$ cat config.mk
export PLATFORM = sky130hd
export DESIGN_NAME = tcf_queue
export DESIGN_NICKNAME = d
export VERILOG_FILES = /design/src/hw/rtl/tcf_pkg.sv /design/src/hw/rtl/tcf_queue.sv
export SDC_FILE = /design/constraint.sdc
export NUM_CORES = 1
export LEC_CHECK = 0
export BUFFER_PORTS_ARGS = -buffer_cell sky130_fd_sc_hd__buf_2
export CORE_MARGIN = 5
export CORE_UTILIZATION = 29
export DETAILED_ROUTE_END_ITERATION = 10
export PLACE_DENSITY_LB_ADDON = 0.08
export SYNTH_ARGS = -nofsm -noshare
export SYNTH_HDL_FRONTEND = slang
export SYNTH_SLANG_ARGS = --single-unit
$ cat constraint.sdc
create_clock -name i_clk -period 22.3 [get_ports i_clk]
set_clock_uncertainty 0.2 [all_clocks]
set_input_delay 2.23 -clock i_clk [delete_from_list [all_inputs] [get_ports i_clk]]
set_output_delay 2.23 -clock i_clk [all_outputs]
set_load 0.02 [all_outputs]
$ cat src/hw/rtl/tcf_pkg.sv
// ----------------------------------------------------------------------------
// tcf_pkg - shared types and constants of the tilt complementary filter
// Word formats, CORDIC arc table and fixed-point constants used by all stages.
// ----------------------------------------------------------------------------
package tcf_pkg;

    localparam int IN_W        = 16;
    localparam int X_W         = 35;     // CORDIC x/y: input * 2^16 plus gain growth
    localparam int Z_W         = 30;     // CORDIC angle in 2^-20 degree
    localparam int TABLE_FRAC  = 20;
    localparam int TABLE_LEN   = 24;
    localparam int ARC_IDX_W   = 5;
    localparam int M_W         = 32;     // gyro increment numerator after the /16
    localparam int N_W         = 21;     // gyro rate numerator
    localparam int QD_W        = 24;
    localparam int QR_W        = 16;
    localparam int D_W         = 25;
    localparam int Q_DEPTH     = 2;

    localparam int ALPHA_ONE   = 32768;
    localparam int BLEND_RESET = 31130;
    localparam int PITCH_LIMIT = 46080;
    localparam int RATE_LIMIT  = 32000;
    localparam int RATE_NUM    = 40;
    localparam int RATE_BIAS   = 20;
    localparam int M_BIAS      = 102;    // half of 3280, divided by 16 and floored

    localparam logic signed [Z_W-1:0] Z90 = Z_W'(90 * (1 << TABLE_FRAC));

    // 3280 = 16 * 205; the /16 is exact, 205 goes through a reciprocal.
    localparam int DEN_D          = 205;
    localparam int RECIP_D_SHIFT  = 39;
    localparam logic [31:0] RECIP_D = 32'((64'd1 << RECIP_D_SHIFT) / 64'd205);
    localparam int DEN_R          = 41;
    localparam int RECIP_R_SHIFT  = 27;
    localparam logic [21:0] RECIP_R = 22'((64'd1 << RECIP_R_SHIFT) / 64'd41);

    typedef struct packed {
        logic signed [IN_W-1:0] accel_y;
        logic signed [IN_W-1:0] accel_z;
        logic signed [IN_W-1:0] gyro_x;
    } t_in_word;

    typedef struct packed {
        logic signed [16:0]     pitch_angle;
        logic signed [IN_W-1:0] gyro_rate;
    } t_out_word;

    typedef struct packed {
        logic signed [X_W-1:0] x;
        logic signed [X_W-1:0] y;
        logic signed [Z_W-1:0] z;
        logic                  zero;
        logic                  neg;
        logic [M_W-1:0]        m;
        logic [N_W-1:0]        n;
    } t_job;

    // atan(2^-i) in degrees, scaled by 2^20
    function automatic logic signed [Z_W-1:0] arc_entry(input logic [ARC_IDX_W-1:0] idx);
        logic signed [Z_W-1:0] v;
        case (idx)
            5'd0:    v = 30'sd47185920;
            5'd1:    v = 30'sd27855475;
            5'd2:    v = 30'sd14718068;
            5'd3:    v = 30'sd7471121;
            5'd4:    v = 30'sd3750058;
            5'd5:    v = 30'sd1876857;
            5'd6:    v = 30'sd938658;
            5'd7:    v = 30'sd469357;
            5'd8:    v = 30'sd234682;
            5'd9:    v = 30'sd117342;
            5'd10:   v = 30'sd58671;
            5'd11:   v = 30'sd29335;
            5'd12:   v = 30'sd14668;
            5'd13:   v = 30'sd7334;
            5'd14:   v = 30'sd3667;
            5'd15:   v = 30'sd1833;
            5'd16:   v = 30'sd917;
            5'd17:   v = 30'sd458;
            5'd18:   v = 30'sd229;
            5'd19:   v = 30'sd115;
            5'd20:   v = 30'sd57;
            5'd21:   v = 30'sd29;
            5'd22:   v = 30'sd14;
            5'd23:   v = 30'sd7;
            default: v = '0;
        endcase
        return v;
    endfunction

endpackage

$ cat src/hw/rtl/tcf_queue.sv
// ----------------------------------------------------------------------------
// tcf_queue - short job queue between front and back
// Two-entry FIFO of classified jobs; lets either side stall on its own.
// ----------------------------------------------------------------------------
module tcf_queue (
    input  logic          i_clk,
    input  logic          i_rst_n,
    input  logic          i_push,
    input  tcf_pkg::t_job i_job,
    output logic          o_full,
    output logic          o_valid,
    input  logic          i_pop,
    output tcf_pkg::t_job o_job
);
    import tcf_pkg::*;

    localparam int PTR_W = (Q_DEPTH > 1) ? $clog2(Q_DEPTH) : 1;
    localparam int CNT_W = $clog2(Q_DEPTH + 1);

    t_job             r_mem [Q_DEPTH];
    logic [PTR_W-1:0] r_wr;
    logic [PTR_W-1:0] r_rd;
    logic [CNT_W-1:0] r_count;

    assign o_full  = (r_count == CNT_W'(Q_DEPTH));
    assign o_valid = (r_count != '0);
    assign o_job   = r_mem[r_rd];

    always_ff @(posedge i_clk) begin
        if (!i_rst_n) begin
            r_wr    <= '0;
            r_rd    <= '0;
            r_count <= '0;
        end else begin
            if (i_push) begin
                r_wr <= (r_wr == PTR_W'(Q_DEPTH - 1)) ? '0 : r_wr + 1'b1;
            end
            if (i_pop) begin
                r_rd <= (r_rd == PTR_W'(Q_DEPTH - 1)) ? '0 : r_rd + 1'b1;
            end
            if (i_push && !i_pop) begin
                r_count <= r_count + 1'b1;
            end else if (i_pop && !i_push) begin
                r_count <= r_count - 1'b1;
            end
        end
    end

    always_ff @(posedge i_clk) begin
        if (i_push) begin
            r_mem[r_wr] <= i_job;
        end
    end

    a_no_push_full: assert property (@(posedge i_clk) disable iff (!i_rst_n)
        !(i_push && o_full))
        else $error("queue written while full");

    a_no_pop_empty: assert property (@(posedge i_clk) disable iff (!i_rst_n)
        i_pop |-> o_valid)
        else $error("queue read while empty");

    a_count_up: assert property (@(posedge i_clk) disable iff (!i_rst_n)
        (i_push && !i_pop) |=> (r_count == CNT_W'($past(r_count) + 1'b1)))
        else $error("queue count did not follow a push");

endmodule

Word-level counts from Yosys, hierarchy flattened
Memories as Yosys holds them, arrays and structs flattened. A register that Yosys moved wholly into a read port is not among the register bits.
Index checks and enable logic that the tools add are counted.

storage, ports and cells
  register bits = 4
  memory bits (writable) = 310
  bits of input ports = 159
  output and inout port bits = 157
  logic and storage cells = 23
  memories kept = 1

cells by class
  $add $sub $neg = 4
  equal/unequal tests = 1
  mux-type cells = 8
  reduce and logical (&&, ||, !) cells = 6

memory list
  name   depth  width  read ports  clocked after memory_dff  write ports  line             text
  r_mem  2      155    1           1                         1            tcf_queue.sv:20  t_job r_mem [Q_DEPTH];

operators with widths
  cell                   count
  $mux W1                6
  $mux W2                2
  $reduce_bool A2 Y1     2
  $add A1 B1 Y1 const B  2
  $add A2 B1 Y2 const B  1
  $eq A2 B2 Y1 const B   1
  $logic_and A1 B1 Y1    2
  $logic_not A1 Y1       2
  $sub A2 B1 Y2 const B  1

Longest topological paths before layout
  depth in word-level cells = 4
  gate-level depth with buffers = 5
  mapped depth without buffers = 5

Least setup slack after synthesis
Ideal clock, no wire load.

  kind = input-to-reg
  start = in i_push
  end = mem r_mem[0][0] (netlist bit), enable pin
  library setup time = 0.690 ns
  arrival = 8.962 ns
  data required time = 21.410 ns
  setup slack = 12.448 ns
  stages on the path = 1
  buffers on the path = 0
  path through = nor2b_1

on the way
  longest elaborated chain between the ends = 2

ends and longest elaborated chain
  element                        line             text
  start, declared                tcf_queue.sv:8   input logic i_push,
  $mux W1                        tcf_queue.sv:50  if (i_push) begin
  $mux W1 (not written as such)  tcf_queue.sv:51  r_mem[r_wr] <= i_job;
  end, declared                  tcf_queue.sv:20

Every way passes these cells.

==> impl_metrics.env <==
export IMPL_overflow=0
export IMPL_pwr_share_clk=0.378
export IMPL_reg2reg_slack_ps=20100
export IMPL_ys_warnings_count=0
export IMPL_grt_max_degree=77
export IMPL_fillers=3696
export IMPL_first_pass_iters=4
export IMPL_clock_sinks=315
export IMPL_synth_area_leaders="edfxtp_1 (81%), mux2_2 (15%), buf_6 (1.7%), dfxtp_1 (0.87%), and2_1 (0.22%)"
export IMPL_dp_hpwl_um=17700
export IMPL_intPower_mw=1.05
export IMPL_synth_xor_area_share=0.00229
export IMPL_rsz0062_at_grt="false"
export IMPL_ctsLongestPathBuffers=3
export IMPL_clk_pin_slew_worst_paths_ps=60
export IMPL_h_tree_depth=2
export IMPL_drt_wl_total_um=25900
export IMPL_die_h_um=209
export IMPL_clockRootBuffer="clkbuf_16"
export IMPL_cts_setup_buffers=0
export IMPL_synth_area_um2=11500
export IMPL_via_per_inst=4.20
export IMPL_setup_viol=0
export IMPL_pwr_share_comb=0.114
export IMPL_grt_pass1_wl_um=38100
export IMPL_drv_cap=0
export IMPL_netlist_instances=504
export IMPL_portBuffers=315
export IMPL_cts_repair_resized=0
export IMPL_first_global_vias=6465
export IMPL_core_um2=38900
export IMPL_cp_end_kind="output port"
export IMPL_synth_nets=664
export IMPL_netlist_area_leader_share=0.812
export IMPL_cts_buffers=35
export IMPL_synth_largest_area_cell="edfxtp_1"
export IMPL_muxShareOfSynthArea=0.152
export IMPL_synth_top_family_by_area="multiplexers"
export IMPL_worstHoldPathType="flop to flop"
export IMPL_ios=316
export IMPL_switching_share=0.231
export IMPL_clock_latency_ps=510
export IMPL_drive_above_1_share=0.603
export IMPL_leakage_nw=5.37
export IMPL_period_minus_slack_ps=4880
export IMPL_ant_nets=0
export IMPL_die_area_um2=43600
export IMPL_worstPathArrival_ps=2450
export IMPL_synthDistinctLibCells=16
export IMPL_switchingPower_mw=0.315
export IMPL_cts_tree="built"
export IMPL_max_slew_margin_rel=0.271
export IMPL_fin_cells=1390
export IMPL_dp_cells=1326
export IMPL_peakVddDrop_v=0.0000634
export IMPL_crit_type="flop to output port"
export IMPL_status="completed"
export IMPL_avgSynthCellArea_um2=22.8
export IMPL_hold_viol_final=0
export IMPL_crit_fanout=74
export IMPL_fin_nets=1005
export IMPL_num_rows=72
export IMPL_drv_slew=0
export IMPL_period_share=0.219
export IMPL_synthSimpleGateAreaFrac=0.00513
export IMPL_place_congestion=0.742
export IMPL_initial_core_util=0.295
export IMPL_cp_data_required_time_ps=19870
export IMPL_synthToLayoutAreaGrowth_pct=27.2
export IMPL_drc=0
export IMPL_setup_tns_ps=0
export IMPL_worstMarginPinSlew_ps=1090
export IMPL_yosysSeqAreaShare=0.821
export IMPL_wl_per_cell_um=18.6
export IMPL_initialDrtViolationCount=238
export IMPL_cp_start_kind="flop"
export IMPL_grt_total_usage=0.114
export IMPL_powerDensity_nw_per_um2=93.4
export IMPL_synthAdderAreaFrac=0.00109
export IMPL_die_x_um=209
export IMPL_synth_seq_cells=315
export IMPL_synth_compound_area_share=0.00175
export IMPL_cts_hold_fix_buffers=0
export IMPL_num_vias=5838
export IMPL_clock_fmax_mhz=205
export IMPL_grt_antenna_before_repair=8
export IMPL_sequentialPowerShare=0.508
==> critical path: stages, from the launching register on <==
cell     delay [ps]
dfxtp_4         440
buf_4           760
mux2_2          440
buf_2           170
==> path summary, 6_finish.rpt <==
path,from,to,cells past startpoint
worst min-delay path,r_count[1],r_count[1],2
worst max-delay path,flop,o_job[73],3
worst min register to register,r_count[1],r_count[1],2
worst max register to register,r_wr,r_mem[0][0],2
==> power by group through the flow <==
stage          sequential (mW)  combinational [mW]  clock [mW]
4_1_cts                  0.693               0.160       0.538
2_1_floorplan            0.708               0.102           0
3_5_place_dp             0.705               0.159           0
5_1_grt                  0.695               0.167       0.562
3_3_place_gp             0.704               0.157           0
6_report                 0.693               0.155       0.515
==> metrics by stage <==
step / area [µm²] / total power [mW] / setup slack, ps / util / hold slack, ps
global placement: 13600 / 0.861 / 17980 / 0.348 / 271
CTS: 14600 / 1.39 / 17350 / 0.375 / 311
global route: 14600 / 1.42 / 17310 / 0.375 / 348
floorplan: 11500 / 0.809 / 12450 / - / 261
detailed placement: 13600 / 0.864 / 17930 / 0.348 / 299
finish: 14600 / 1.36 / 17420 / 0.375 / 313
==> cells in the mapped netlist <==
cell type and count:
ha_1 1, xor2_1 2, and2_1 4, or3_1 1, xnor2_1 1, or2_2 1
inv_1 1, mux2_2 155, o21ai_0 1, nor2b_1 2, dfxtp_1 5, and2b_2 1
o21a_1 1, edfxtp_1 310, buf_6 17, a21boi_1 1
==> cells in the final DEF, fill, tap and decap left out <==
master / count
buf_2: 315
edfxtp_1: 310
mux2_2: 155
clkbuf_16: 37
clkinv_1: 9
clkbuf_1: 9
clkinv_2: 6
buf_4: 6
dfxtp_1: 4
diode_2: 3
and2_1: 3
xor2_1: 2
or2_2: 1
inv_1: 1
and2b_2: 1
and2_4: 1
nor2b_4: 1
xnor2_1: 1
nor2b_1: 1
o21a_1: 1
o21ai_0: 1
or3_1: 1
a21boi_1: 1
ha_1: 1
dfxtp_4: 1
==> state kept, by name, indices dropped and copies added (netlist names), named ones only <==
register / cells
r_count: 2
r_mem: 310
r_rd: 1
r_wr: 1
==> area by class of cell <==
cell class / instances / area [µm²] / share of cell area
Sequential cell: 315 / 9410 / 0.645
Timing Repair Buffer: 321 / 1620 / 0.111
Clock buffer: 46 / 960 / 0.0658
Clock inverter: 15 / 63.8 / 0.00437
Antenna cell: 3 / 7.51 / 0.000515
Multi-Input combinational cell: 171 / 1870 / 0.128
Tap cell: 518 / 648 / 0.0444
Inverter: 1 / 3.75 / 0.000257
==> metal layers <==
metal  GRT usage  up-vias  wire [µm]
met5           0        -         64
met4      0.0475       10        791
met3      0.0496       58       2310
met2       0.197      197      13000
met1       0.122     2871       9730
li1            -     2702          -
==> cells by family (layout without fill, tap and decap cells) <==
logic type	after synthesis	after routing
multiplexers	155	155
adder cells (fa/ha/maj)	1	1
flip-flops	315	315
AND/OR/NAND/NOR	9	9
other	0	3
AO/OA/AOI/OAI	3	3
buffers and inverters	18	383
XOR/XNOR	3	3
Note: power is estimated with default switching activity, not from simulation.
