File: config.mk
export PLATFORM = sky130hd
export DESIGN_NAME = tcf_front
export DESIGN_NICKNAME = d
export VERILOG_FILES = /design/src/hw/rtl/tcf_pkg.sv /design/src/hw/rtl/tcf_front.sv
export SDC_FILE = /design/constraint.sdc
export NUM_CORES = 1
export LEC_CHECK = 0
export BUFFER_PORTS_ARGS = -buffer_cell sky130_fd_sc_hd__buf_2
export CAP_MARGIN = 15
export CELL_PAD_IN_SITES_DETAIL_PLACEMENT = 1
export CELL_PAD_IN_SITES_GLOBAL_PLACEMENT = 1
export CORE_UTILIZATION = 37
export CTS_CLUSTER_DIAMETER = 120
export DETAILED_ROUTE_END_ITERATION = 16
export GPL_TIMING_DRIVEN = 0
export MAX_ROUTING_LAYER = met4
export PLACE_DENSITY = 0.83
export SLEW_MARGIN = 25
export SYNTH_ARGS = -nofsm -noshare
export SYNTH_HDL_FRONTEND = slang
export SYNTH_SLANG_ARGS = --single-unit
File: constraint.sdc
create_clock -name i_clk -period 8.1 [get_ports i_clk]
set_input_delay 0.81 -clock i_clk [delete_from_list [all_inputs] [get_ports i_clk]]
set_output_delay 0.81 -clock i_clk [all_outputs]
set_load 0.005 [all_outputs]
File: src/hw/rtl/tcf_pkg.sv
// ----------------------------------------------------------------------------
// tcf_pkg - shared types and constants of the tilt complementary filter
// Word formats, CORDIC arc table and fixed-point constants used by all stages.
// ----------------------------------------------------------------------------
package tcf_pkg;

    localparam int IN_W        = 16;
    localparam int X_W         = 35;     // CORDIC x/y: input * 2^16 plus gain growth
    localparam int Z_W         = 30;     // CORDIC angle in 2^-20 degree
    localparam int TABLE_FRAC  = 20;
    localparam int TABLE_LEN   = 24;
    localparam int ARC_IDX_W   = 5;
    localparam int M_W         = 32;     // gyro increment numerator after the /16
    localparam int N_W         = 21;     // gyro rate numerator
    localparam int QD_W        = 24;
    localparam int QR_W        = 16;
    localparam int D_W         = 25;
    localparam int Q_DEPTH     = 2;

    localparam int ALPHA_ONE   = 32768;
    localparam int BLEND_RESET = 31130;
    localparam int PITCH_LIMIT = 46080;
    localparam int RATE_LIMIT  = 32000;
    localparam int RATE_NUM    = 40;
    localparam int RATE_BIAS   = 20;
    localparam int M_BIAS      = 102;    // half of 3280, divided by 16 and floored

    localparam logic signed [Z_W-1:0] Z90 = Z_W'(90 * (1 << TABLE_FRAC));

    // 3280 = 16 * 205; the /16 is exact, 205 goes through a reciprocal.
    localparam int DEN_D          = 205;
    localparam int RECIP_D_SHIFT  = 39;
    localparam logic [31:0] RECIP_D = 32'((64'd1 << RECIP_D_SHIFT) / 64'd205);
    localparam int DEN_R          = 41;
    localparam int RECIP_R_SHIFT  = 27;
    localparam logic [21:0] RECIP_R = 22'((64'd1 << RECIP_R_SHIFT) / 64'd41);

    typedef struct packed {
        logic signed [IN_W-1:0] accel_y;
        logic signed [IN_W-1:0] accel_z;
        logic signed [IN_W-1:0] gyro_x;
    } t_in_word;

    typedef struct packed {
        logic signed [16:0]     pitch_angle;
        logic signed [IN_W-1:0] gyro_rate;
    } t_out_word;

    typedef struct packed {
        logic signed [X_W-1:0] x;
        logic signed [X_W-1:0] y;
        logic signed [Z_W-1:0] z;
        logic                  zero;
        logic                  neg;
        logic [M_W-1:0]        m;
        logic [N_W-1:0]        n;
    } t_job;

    // atan(2^-i) in degrees, scaled by 2^20
    function automatic logic signed [Z_W-1:0] arc_entry(input logic [ARC_IDX_W-1:0] idx);
        logic signed [Z_W-1:0] v;
        case (idx)
            5'd0:    v = 30'sd47185920;
            5'd1:    v = 30'sd27855475;
            5'd2:    v = 30'sd14718068;
            5'd3:    v = 30'sd7471121;
            5'd4:    v = 30'sd3750058;
            5'd5:    v = 30'sd1876857;
            5'd6:    v = 30'sd938658;
            5'd7:    v = 30'sd469357;
            5'd8:    v = 30'sd234682;
            5'd9:    v = 30'sd117342;
            5'd10:   v = 30'sd58671;
            5'd11:   v = 30'sd29335;
            5'd12:   v = 30'sd14668;
            5'd13:   v = 30'sd7334;
            5'd14:   v = 30'sd3667;
            5'd15:   v = 30'sd1833;
            5'd16:   v = 30'sd917;
            5'd17:   v = 30'sd458;
            5'd18:   v = 30'sd229;
            5'd19:   v = 30'sd115;
            5'd20:   v = 30'sd57;
            5'd21:   v = 30'sd29;
            5'd22:   v = 30'sd14;
            5'd23:   v = 30'sd7;
            default: v = '0;
        endcase
        return v;
    endfunction

endpackage

File: src/hw/rtl/tcf_front.sv
// ----------------------------------------------------------------------------
// tcf_front - input register and sample classification
// Holds one input word, sorts it into CORDIC quadrant and special cases and
// prepares the gyro numerators, then pushes the job into the queue.
// ----------------------------------------------------------------------------
module tcf_front #(
    parameter int ANGLE_FRAC_BITS = 16
) (
    input  logic              i_clk,
    input  logic              i_rst_n,
    input  logic              i_in_valid,
    output logic              o_in_stall,
    input  tcf_pkg::t_in_word i_in_data,
    output logic              o_push,
    output tcf_pkg::t_job     o_job,
    input  logic              i_full
);
    import tcf_pkg::*;

    localparam int M_SHIFT = ANGLE_FRAC_BITS - 4;

    logic                   r_valid;
    logic                   n_valid;
    t_in_word               r_word;
    logic signed [IN_W-1:0] ay;
    logic signed [IN_W-1:0] az;
    logic signed [IN_W-1:0] gx;
    logic signed [X_W-1:0]  xs;
    logic signed [X_W-1:0]  ys;
    logic [IN_W:0]          gneg;
    logic [IN_W-1:0]        mag;
    logic                   accept;

    assign o_in_stall = r_valid && i_full;
    assign o_push     = r_valid && !i_full;
    assign accept     = i_in_valid && !o_in_stall;

    always_comb begin
        n_valid = r_valid;
        if (accept) begin
            n_valid = 1'b1;
        end else if (o_push) begin
            n_valid = 1'b0;
        end
    end

    always_ff @(posedge i_clk) begin
        if (!i_rst_n) begin
            r_valid <= 1'b0;
        end else begin
            r_valid <= n_valid;
        end
    end

    always_ff @(posedge i_clk) begin
        if (accept) begin
            r_word <= i_in_data;
        end
    end

    assign ay   = r_word.accel_y;
    assign az   = r_word.accel_z;
    assign gx   = r_word.gyro_x;
    assign xs   = X_W'(az) <<< 16;
    assign ys   = X_W'(ay) <<< 16;
    assign gneg = (IN_W + 1)'(-(IN_W + 1)'(gx));
    assign mag  = gx[IN_W-1] ? gneg[IN_W-1:0] : gx;

    // A vector in the left half plane is turned by a quarter first so the
    // rotator only ever sees x >= 0.
    always_comb begin
        o_job.x = xs;
        o_job.y = ys;
        o_job.z = '0;
        if (az < 0) begin
            if (ay >= 0) begin
                o_job.x = ys;
                o_job.y = -xs;
                o_job.z = Z90;
            end else begin
                o_job.x = -ys;
                o_job.y = xs;
                o_job.z = -Z90;
            end
        end
        o_job.zero = (ay == 0) && (az == 0);
        o_job.neg  = gx[IN_W-1];
        o_job.m    = (M_W'(mag) << M_SHIFT) + M_W'(M_BIAS);
        o_job.n    = N_W'(mag) * N_W'(RATE_NUM) + N_W'(RATE_BIAS);
    end

endmodule

# Word level (Yosys, flattened, before mapping)
# Cells that the tools add are included.
# word_totals
reg_bits,49
input_bits,52
out_inout_bits,157
word_cells,26
# op_classes
n_addsub,5
mul,1
n_lt_le_gt_ge,2
n_mux,5
reduce_logical,9
# op_table
op,count
$mux 100,2
$neg 32->35,2
$logic_not 32->1,2
$add 28x7->29 const B,1
$add 21x5->21 const B,1
$mul 16x3->18 const B,1
$ge 16x1->1 const B,1
$lt 16x1->1 const B,1
$mux 16,1
$neg 16->16,1
$logic_and 1x1->1,4
$logic_not 1->1,2
$mux 1,2
$reduce_bool 2->1,1

# Depth between registers and ports, before layout
# Gate-level depths: netlist of the first run.
# depth
word_depth,4
ltp_mapped,18
depth_no_buf,17

# Worst setup path after synthesis of the first run
# OpenSTA, ideal clock, no wires.
# synth_timing
path_type,reg-to-output
from,register r_word (netlist bit gx[0])
to,output port o_job[20] (netlist bit)
arrival_time_ps,3889
required_ps,7290
slack_ps,3401
path_stages_with_launch,17
n_path_buf,0
cell_sequence,edfxtp_1 -> inv_1 -> nand2_1 -> or4_1 -> or3_1 -> o21ai_0 -> xnor2_1 -> ha_1 -> ha_1 -> nand2_1 -> a21oi_1 -> o31a_1 -> o211ai_1 -> nor3_1 -> o311ai_0 -> and4bb_1 -> xnor3_1
# synth_rtl
element,line_no,rtl
from (decl),tcf_front.sv:24,t_in_word r_word;
from (signal assigned),tcf_front.sv:57,r_word <= i_in_data;
to (decl),tcf_front.sv:15,"output tcf_pkg::t_job o_job,"

==> results of run 1 <==
cell families after synthesis:
family / share of synthesized area (%)
simple gates: 15.2
buf+inv: 17.1
compound gates: 12.7
xor+xnor: 13.4
flops: 32.1
fa+ha+maj: 8.41
mux: 0.935
other cells: 0.165
cells in the mapped netlist (all sizes together) (3+ instances only):
cell | count | share of area [%]
buf | 87 | 14
edfxtp | 48 | 32
nor2 | 46 | 3.8
a21oi | 45 | 4.9
xnor2 | 41 | 7.9
ha | 29 | 8.0
nand2 | 26 | 2.1
xor2 | 26 | 5.0
inv | 21 | 1.7
o21ai | 20 | 2.2
clkbuf | 14 | 1.2
nor3 | 13 | 1.6
nand3 | 5 | 0.55
nor2b | 5 | 0.85
o31a | 5 | 0.96
o41ai | 5 | 0.96
or2 | 5 | 0.69
or3 | 5 | 0.69
a21o | 4 | 0.66
and2 | 4 | 0.55
nand3b | 4 | 0.66
nor4 | 4 | 0.55
o31ai | 4 | 0.66
or4 | 4 | 0.66
nor3b | 3 | 0.49
o211ai | 3 | 0.49
o21a | 3 | 0.49
layout by cell type (no fill, tap or decap), drive strengths merged, types with 5 or more instances in the layout:
cell type / instances
buf: 221
nor2b: 5
nand3: 5
or2: 5
o21ai: 20
nor3: 13
nor2: 46
o41ai: 5
o31a: 5
xor2: 26
edfxtp: 48
ha: 29
or3: 5
a21oi: 45
nand2: 26
conb: 75
xnor2: 41
inv: 21
clkbuf: 19
routing by layer:
layer	track usage, %	vias up
met3	2.09	13
met1	21.5	1967
li1	-	2022
met5	-	-
met4	6.05	0
met2	38.3	126
power by group:
part | total [W] | switching, W | leakage (nW) | internal (W)
Combinational | 0.000465 | 0.000245 | 2.26 | 0.000220
Sequential | 0.000314 | 0.0000169 | 0.473 | 0.000297
Clock | 0.000199 | 0.0000868 | 0.0687 | 0.000112
Total | 0.000977 | 0.000349 | 2.80 | 0.000629
tightest hold or removal path, stage by stage, from the launching register on:
cell and delay, ns:
sky130_fd_sc_hd__dfxtp_1 0.32, sky130_fd_sc_hd__and2_1 0.20, sky130_fd_sc_hd__o21a_1 0.12
through the flow:
step / power (W) / std cells
3_5_place_dp: 0.000780 / 858
2_1_floorplan: 0.000633 / 577
6_report: 0.000977 / 866
4_1_cts: 0.000985 / 866
5_1_grt: 0.00105 / 866
3_3_place_gp: 0.000760 / 857
registers in the layout, indices dropped and copies added (netlist names):
signal / count
gx: 16
r_valid: 1
ay: 16
az: 16
final timing paths:
path / startpoint / to / slack (ns) / cells past startpoint
hold / removal: r_valid / r_valid / 0.66 / 2
hold reg to reg: r_valid / r_valid / 0.66 / 2
setup reg to reg: r_valid / ay[15] / 6.48 / 3
setup / recovery: gx[0] / o_job[20] / 2.40 / 17
final cells by class:
type | instances | area (sq um) | area share, %
Multi-Input combinational cell | 406 | 2590 | 44.3
Timing Repair Buffer | 134 | 693 | 11.9
Clock buffer | 5 | 125 | 2.14
Inverter | 21 | 78.8 | 1.35
Clock inverter | 3 | 12.5 | 0.214
Tap cell | 147 | 184 | 3.15
Buffer | 101 | 701 | 12.0
Sequential cell | 49 | 1460 | 25.0
==> results.md, run 1 <==
- The slowest cell on the critical path is sky130_fd_sc_hd__or4_1.
- The floorplan step set the die width to 113 um.
- The number of placed I/O pins is 209.
- The yosys synthesis warning count is 0.
- The first detailed-routing pass ran for 4 iterations.
- The post-CTS resize count is 0.
- The maximum clock frequency is 175 MHz.
- The first routing iteration left 73 violations.
- At the worst endpoint, the arrival time is 4.89 ns.
- The routed wire length is 12.4 mm.
- The number of global-route vias before repair is 4,163.
- The number of endpoints with negative hold slack in the final report was 0.
- The proportion of layout cells with a drive suffix above 1 is 33.5%.
- Across the run, the number of max-cap violations was 0.
- The total overflow reported by the global router is 0.
- The worst pin sits at a relative slew slack of 44.0%.
- The highest layer touched by signal routing is met4.
- The global placement routability congestion is 0.846.
- Once layout is done, the placed cells without fillers occupy 5850 sq um.
- The count of final max-slew check failures is 0.
- For this configuration, the core starts out at a cell density of 37.9%.
- The detailed-routing wirelength on met1 is 4.88 mm.
- The total via count in the routed design is 4,128.
- The power per standard cell area is 167 nW/um^2.
- The slew at the pin with the worst max-slew slack is 0.832 ns.
- The clock tree from TritonCTS is done.
- The detailed-route wire length per cell is 14.3 um.
- The analysis attributes to cell leakage a power of 2.80 nW.
- The post-synthesis sequential area ratio is 32.1%.
- The netlist uses 50 different library cells.
- The number of buffers and inverters on the critical path is 2.
- Global routing used 19.9% of the available tracks across all layers.
- Setup repair after global routing left no endpoint under its margin.
- The kind of cell with the highest combined delay on the critical path is simple AND/OR/NAND/NOR gates.
- Cells fill 48.7% of the core in the end.
- Summed over all nets, wire length on met3 after detailed routing comes to 509 um.
- In the routed layout, each cell is associated on average with a via count of 4.77.
- The clock tree skew after final layout is 0.00224 ns.
- Compared with the post-synthesis result, the final layout area differs by 28.5%.
- The clock tree root buffer cell is sky130_fd_sc_hd__clkbuf_16.
- Traced cell by cell, the critical path runs through inv_1 > nand2_1 > or4_1 > or3_1 > o21ai_0 > xnor2_1 > ha_1 > ha_1 > nand2_1 > a21oi_1 > o31a_1 > o211ai_1 > nor3_1 > o311ai_0 > and4bb_1 > xnor3_1 > buf_2.
- The worst setup path is of the register to primary output kind.
- The type of the most critical hold path is register to register.
- The net count of the finished layout is 800.
- The required time reported for the critical path endpoint is 7.29 ns.
- The gate count of the mapped netlist is 504.
- The number of clock sinks seen by CTS is 49.
- Summing every instance area after synthesis gives 4550 sq um.
- In this run the remaining antenna-violating nets after routing total 0.
- The antenna diode instance count is 0.
- The die area is 12,700 sq um.
- The final total negative setup slack is 0 ns.
- The placed instances occupy a cell area of 5710 sq um.
- Port buffering added 133 buffers.
- The sort of element at the start of the critical path is a register.
- The level count of the clock H-tree is 2.
- STA classifies the critical path endpoint as a primary output.
- The final critical path takes up 70.4% of the cycle.
- In this run the worst path has a maximum fanout of 5.
- The worst-case vdd ir drop is 0.000132 V.
- Timing analysis after detailed placement gives a worst setup slack of 2.72 ns.
- The initialized floorplan defines 40 standard-cell rows.
- The setup slack of the critical path after layout is 2.40 ns.
- The largest net degree at the start of global routing is 28.
- No sink is reached through more buffers than the 2 on the longest clock path.
- Hold repair after CTS inserted 0 buffers.
- Clock tree synthesis inserted a total of 5 buffers.
- The global-route wire length before repair is 19.9 mm.
- In the routed design, unresolved DRC markers number 0.
- After synthesis, the share of flip-flops with an asynchronous set or reset is 0%.
- Final hold analysis gives a worst-case slack of 0.665 ns.
- Dividing the synthesized area by the synthesized cell count gives 9.03 sq um.
- Detailed routing placed a total of 6.84 mm of wire on met2.
- Buffers added to address setup during post-CTS repair amount to 0.
- At the later pin of the worst-skew pair, clock insertion delay measures 0.29 ns.
- The detailed placement HPWL is 10.5 mm.
- The run finished with clean final reports.
- The number of enable-type register cells in the synthesized netlist is 48.
- Setup violations remaining at the end of the flow were counted as 0.
- The initial antenna violation count is 0.
- The worst stage delay on the critical path is 0.49 ns.
- The clock period minus final worst setup slack is 5.70 ns.
- The placeable core area is 12,000 sq um.
- The clock input transition at the sequential cells of the worst setup and hold paths is 0.06 ns.
- The count of fill cells added during filler insertion is 1,509.
- The most used flip-flop cell after synthesis is sky130_fd_sc_hd__edfxtp_1.
- Measured along the y axis, the die boundary spans 113 um.
- The synthesized design contains 49 register bits.
(Power assumes the default switching activity.)
==> run 2, diff against run 1 <==
Settings changed: CORE_UTILIZATION 37 to 35, PLACE_DENSITY 0.83 to 0.79.
Clock period 8.1 ns to 5.9 ns, I/O delays scaled along.
==> run 2 against run 1 <==
- sequential power up 37%
- hold slack worse by 0.19 ns
- design area up 0.41%
==> results.md, run 2 (synthesis results as in run 1) <==
- The flow ran to the end, and the final reports show no timing, DRC or antenna violations.
- The proportion of layout cells with a drive suffix above 1 is 33.5% (unchanged).
- The nature of the critical path endpoint is a primary output.
- The final-stage net count is 800 (unchanged).
- The count of fill cells added during filler insertion came to 1,601 (+6.1%).
- The root buffer cell chosen for the clock tree is sky130_fd_sc_hd__clkbuf_16.
- Compared with the post-synthesis result, the final layout area differs by 29.0%.
- The worst-case vdd ir drop came to 0.000123 V (-6.6%).
- The required time reported for the critical path endpoint was 5.31 ns (-1.98 ns).
- Setup repair after global routing left no endpoint under its margin.
- The clock latency at the later pin of the worst-skew pair is 0.29 ns (about the same).
- STA classifies the critical path startpoint as a register.
- The power per standard cell area was 228 nW/um^2 (+36%).
- The area used by sequential logic in the layout is 1460 sq um (unchanged).
- The worst stage delay on the critical path is 0.49 ns (about the same).
- The detailed placement HPWL was 10.5 mm (+0.14%).
- The antenna diode instance count is 0 (unchanged).
- The worst path uses 92.1% of the clock period.
- The clock tree buffer depth is 2 (unchanged).
- The global placement routability congestion was 0.880 (+4.0%).
- The number of endpoints with negative hold slack in the final report is 0 (unchanged).
- The level count of the clock H-tree came to 2 (unchanged).
- The overall routing resource usage is 18.9% (-1.1 points).
- The slew at the pin with the worst max-slew slack was 0.689 ns (-0.143 ns).
- The routed wire length was 12.3 mm (-0.40%).
- The count of hold buffers inserted by post-cts repair is 0 (unchanged).
- Timing would allow up to 184 MHz.
- The sum of internal, switching and leakage power is 0.00134 W (+37%).
- The detailed-route wire length per cell is 13.9 um (-3.2%).
- The worst max-slew margin expressed relative to the limit came to 53.6% (+9.6 points).
- The number of setup violations in the final report is 0 (unchanged).
- The floorplan die width came to 116 um (+2.8%).
- The post-CTS resize count is 0 (unchanged).
- The number of cell rows is 41 (+2.5%).
- The die area is 13,500 sq um (+5.6%).
- The clock tree skew after final layout is 0.00575 ns (+0.00352 ns).
- The initial antenna violation count came to 0 (unchanged).
- The number of clock sinks seen by CTS is 49 (unchanged).
- The critical path class is register to primary output.
- The leakage power was 2.80 nW (-0.12%).
- The maximum fanout encountered on the critical timing path came to 5 (unchanged).
- The post-CTS repair timing setup buffer count was 0 (unchanged).
- The final total negative setup slack came to 0 ns (unchanged).
- The slowest cell on the critical path is sky130_fd_sc_hd__or4_1.
- The number of global-route vias before repair came to 4,008 (-3.7%).
- The floorplan die height came to 116 um (+2.8%).
- The total area of multi-input combinational cells is 2590 sq um (unchanged).
- The number of vias per cell is 4.56 (-4.4%).
- The count of final max-slew check failures is 0 (unchanged).
- The number of remaining DRC errors came to 0 (unchanged).
- The max-capacitance violation count came to 0 (unchanged).
- The total overflow reported by the global router was 0 (unchanged).
- The TritonCTS buffer count is 5 (unchanged).
- The largest net degree at the start of global routing is 29 (+3.6%).
- The type of the most critical hold path is input pin to register.
- The number of port buffers came to 133 (unchanged).
- The initial core utilization is 35.9% (-2.0 points).
- The remaining number of nets flagged by the antenna check after routing is 0 (unchanged).
- The number of DRC markers in iteration 0 was 84 (+15%).
- The clock period minus final worst setup slack is 5.44 ns.
- The clock input transition at the sequential cells of the worst setup and hold paths is 0.06 ns (about the same).
- The number of placed I/O pins is 209 (unchanged).
- Walking the worst path, the cells encountered are inv_1 > nand2_1 > or4_1 > or3_1 > o21ai_0 > xnor2_1 > ha_1 > ha_1 > nand2_1 > a21oi_1 > o31a_1 > o211ai_1 > nor3_1 > o311ai_0 > and4bb_1 > xnor3_1 > buf_2.
- The global-route wire length before repair came to 19.2 mm (-3.1%).
- The clock tree from TritonCTS is done.
- The total via count in the routed design is 4,061 (-1.6%).
- The arrival time of the worst setup path came to 4.85 ns (-0.04 ns).
- In the layout the commonest cells are sky130_fd_sc_hd__buf_2, sky130_fd_sc_hd__buf_4, sky130_fd_sc_hd__conb_1, sky130_fd_sc_hd__edfxtp_1, sky130_fd_sc_hd__nor2_1.
- The number of search-and-repair iterations in the first detailed-routing pass was 4 (unchanged).
- Leaving out fill and tap cells, the most frequent cell in the layout is sky130_fd_sc_hd__buf_2.
- The placeable core area is 12,700 sq um (+5.5%).
## run 2: critical path, delay by kind of cell (launching register included)
family / cells / cell delay (ns)
fa+ha+maj: 2 / 0.68
flops: 1 / 0.44
buf+inv: 2 / 0.25
compound gates: 5 / 0.87
simple gates: 6 / 1.85
xor+xnor: 2 / 0.46
## run 2: where the power goes
part,switching [W],internal [W]
Sequential,0.0000227,0.000408
Clock,0.000120,0.000153
Combinational,0.000334,0.000300
Total,0.000477,0.000862
## run 2: final timing paths
path | start | end | slack [ns] | cells past startpoint
min reg2reg | r_valid | r_valid | 0.67 | 2
max | gx[0] | o_job[20] | 0.46 | 17
min | i_in_data[45] | ay[13] | 0.47 | 1
max reg2reg | r_valid | az[9] | 4.32 | 3
## run 2: cell type report
| cell class | instances | share of cell area (%) |
|---|---|---|
| inverter | 21 | 1.34 |
| timing repair buffer | 134 | 11.7 |
| multi-input combinational | 406 | 44.1 |
| clock inverter | 3 | 0.213 |
| tap | 172 | 3.67 |
| clock buffer | 5 | 2.13 |
| sequential | 49 | 24.9 |
| buffer | 101 | 11.9 |
## run 2: metrics by stage
| step | worst slack, ns | instance area, sq um | utilization, % | instances | hold WS [ns] |
|---|---|---|---|---|---|
| finish | 0.464 | 5870 | 46.3 | 891 | 0.472 |
| global route | 0.111 | 5870 | 46.3 | 891 | 0.460 |
| CTS | 0.402 | 5870 | 46.3 | 891 | 0.465 |
| detailed placement | 0.747 | 5730 | 45.2 | 883 | 0.654 |
| global placement | 0.827 | 5710 | 45.0 | 882 | 0.581 |
| floorplan | 1.42 | 4820 | - | 577 | 0.588 |
## run 2: per-layer routing
layer / up-vias / track usage (%) / wire length, um
met1: 1895 / 20.5 / 4900
li1: 2024 / - / -
met3: 11 / 2.72 / 631
met4: 0 / 3.85 / 105
met2: 131 / 36.1 / 6710
met5: - / - / 0
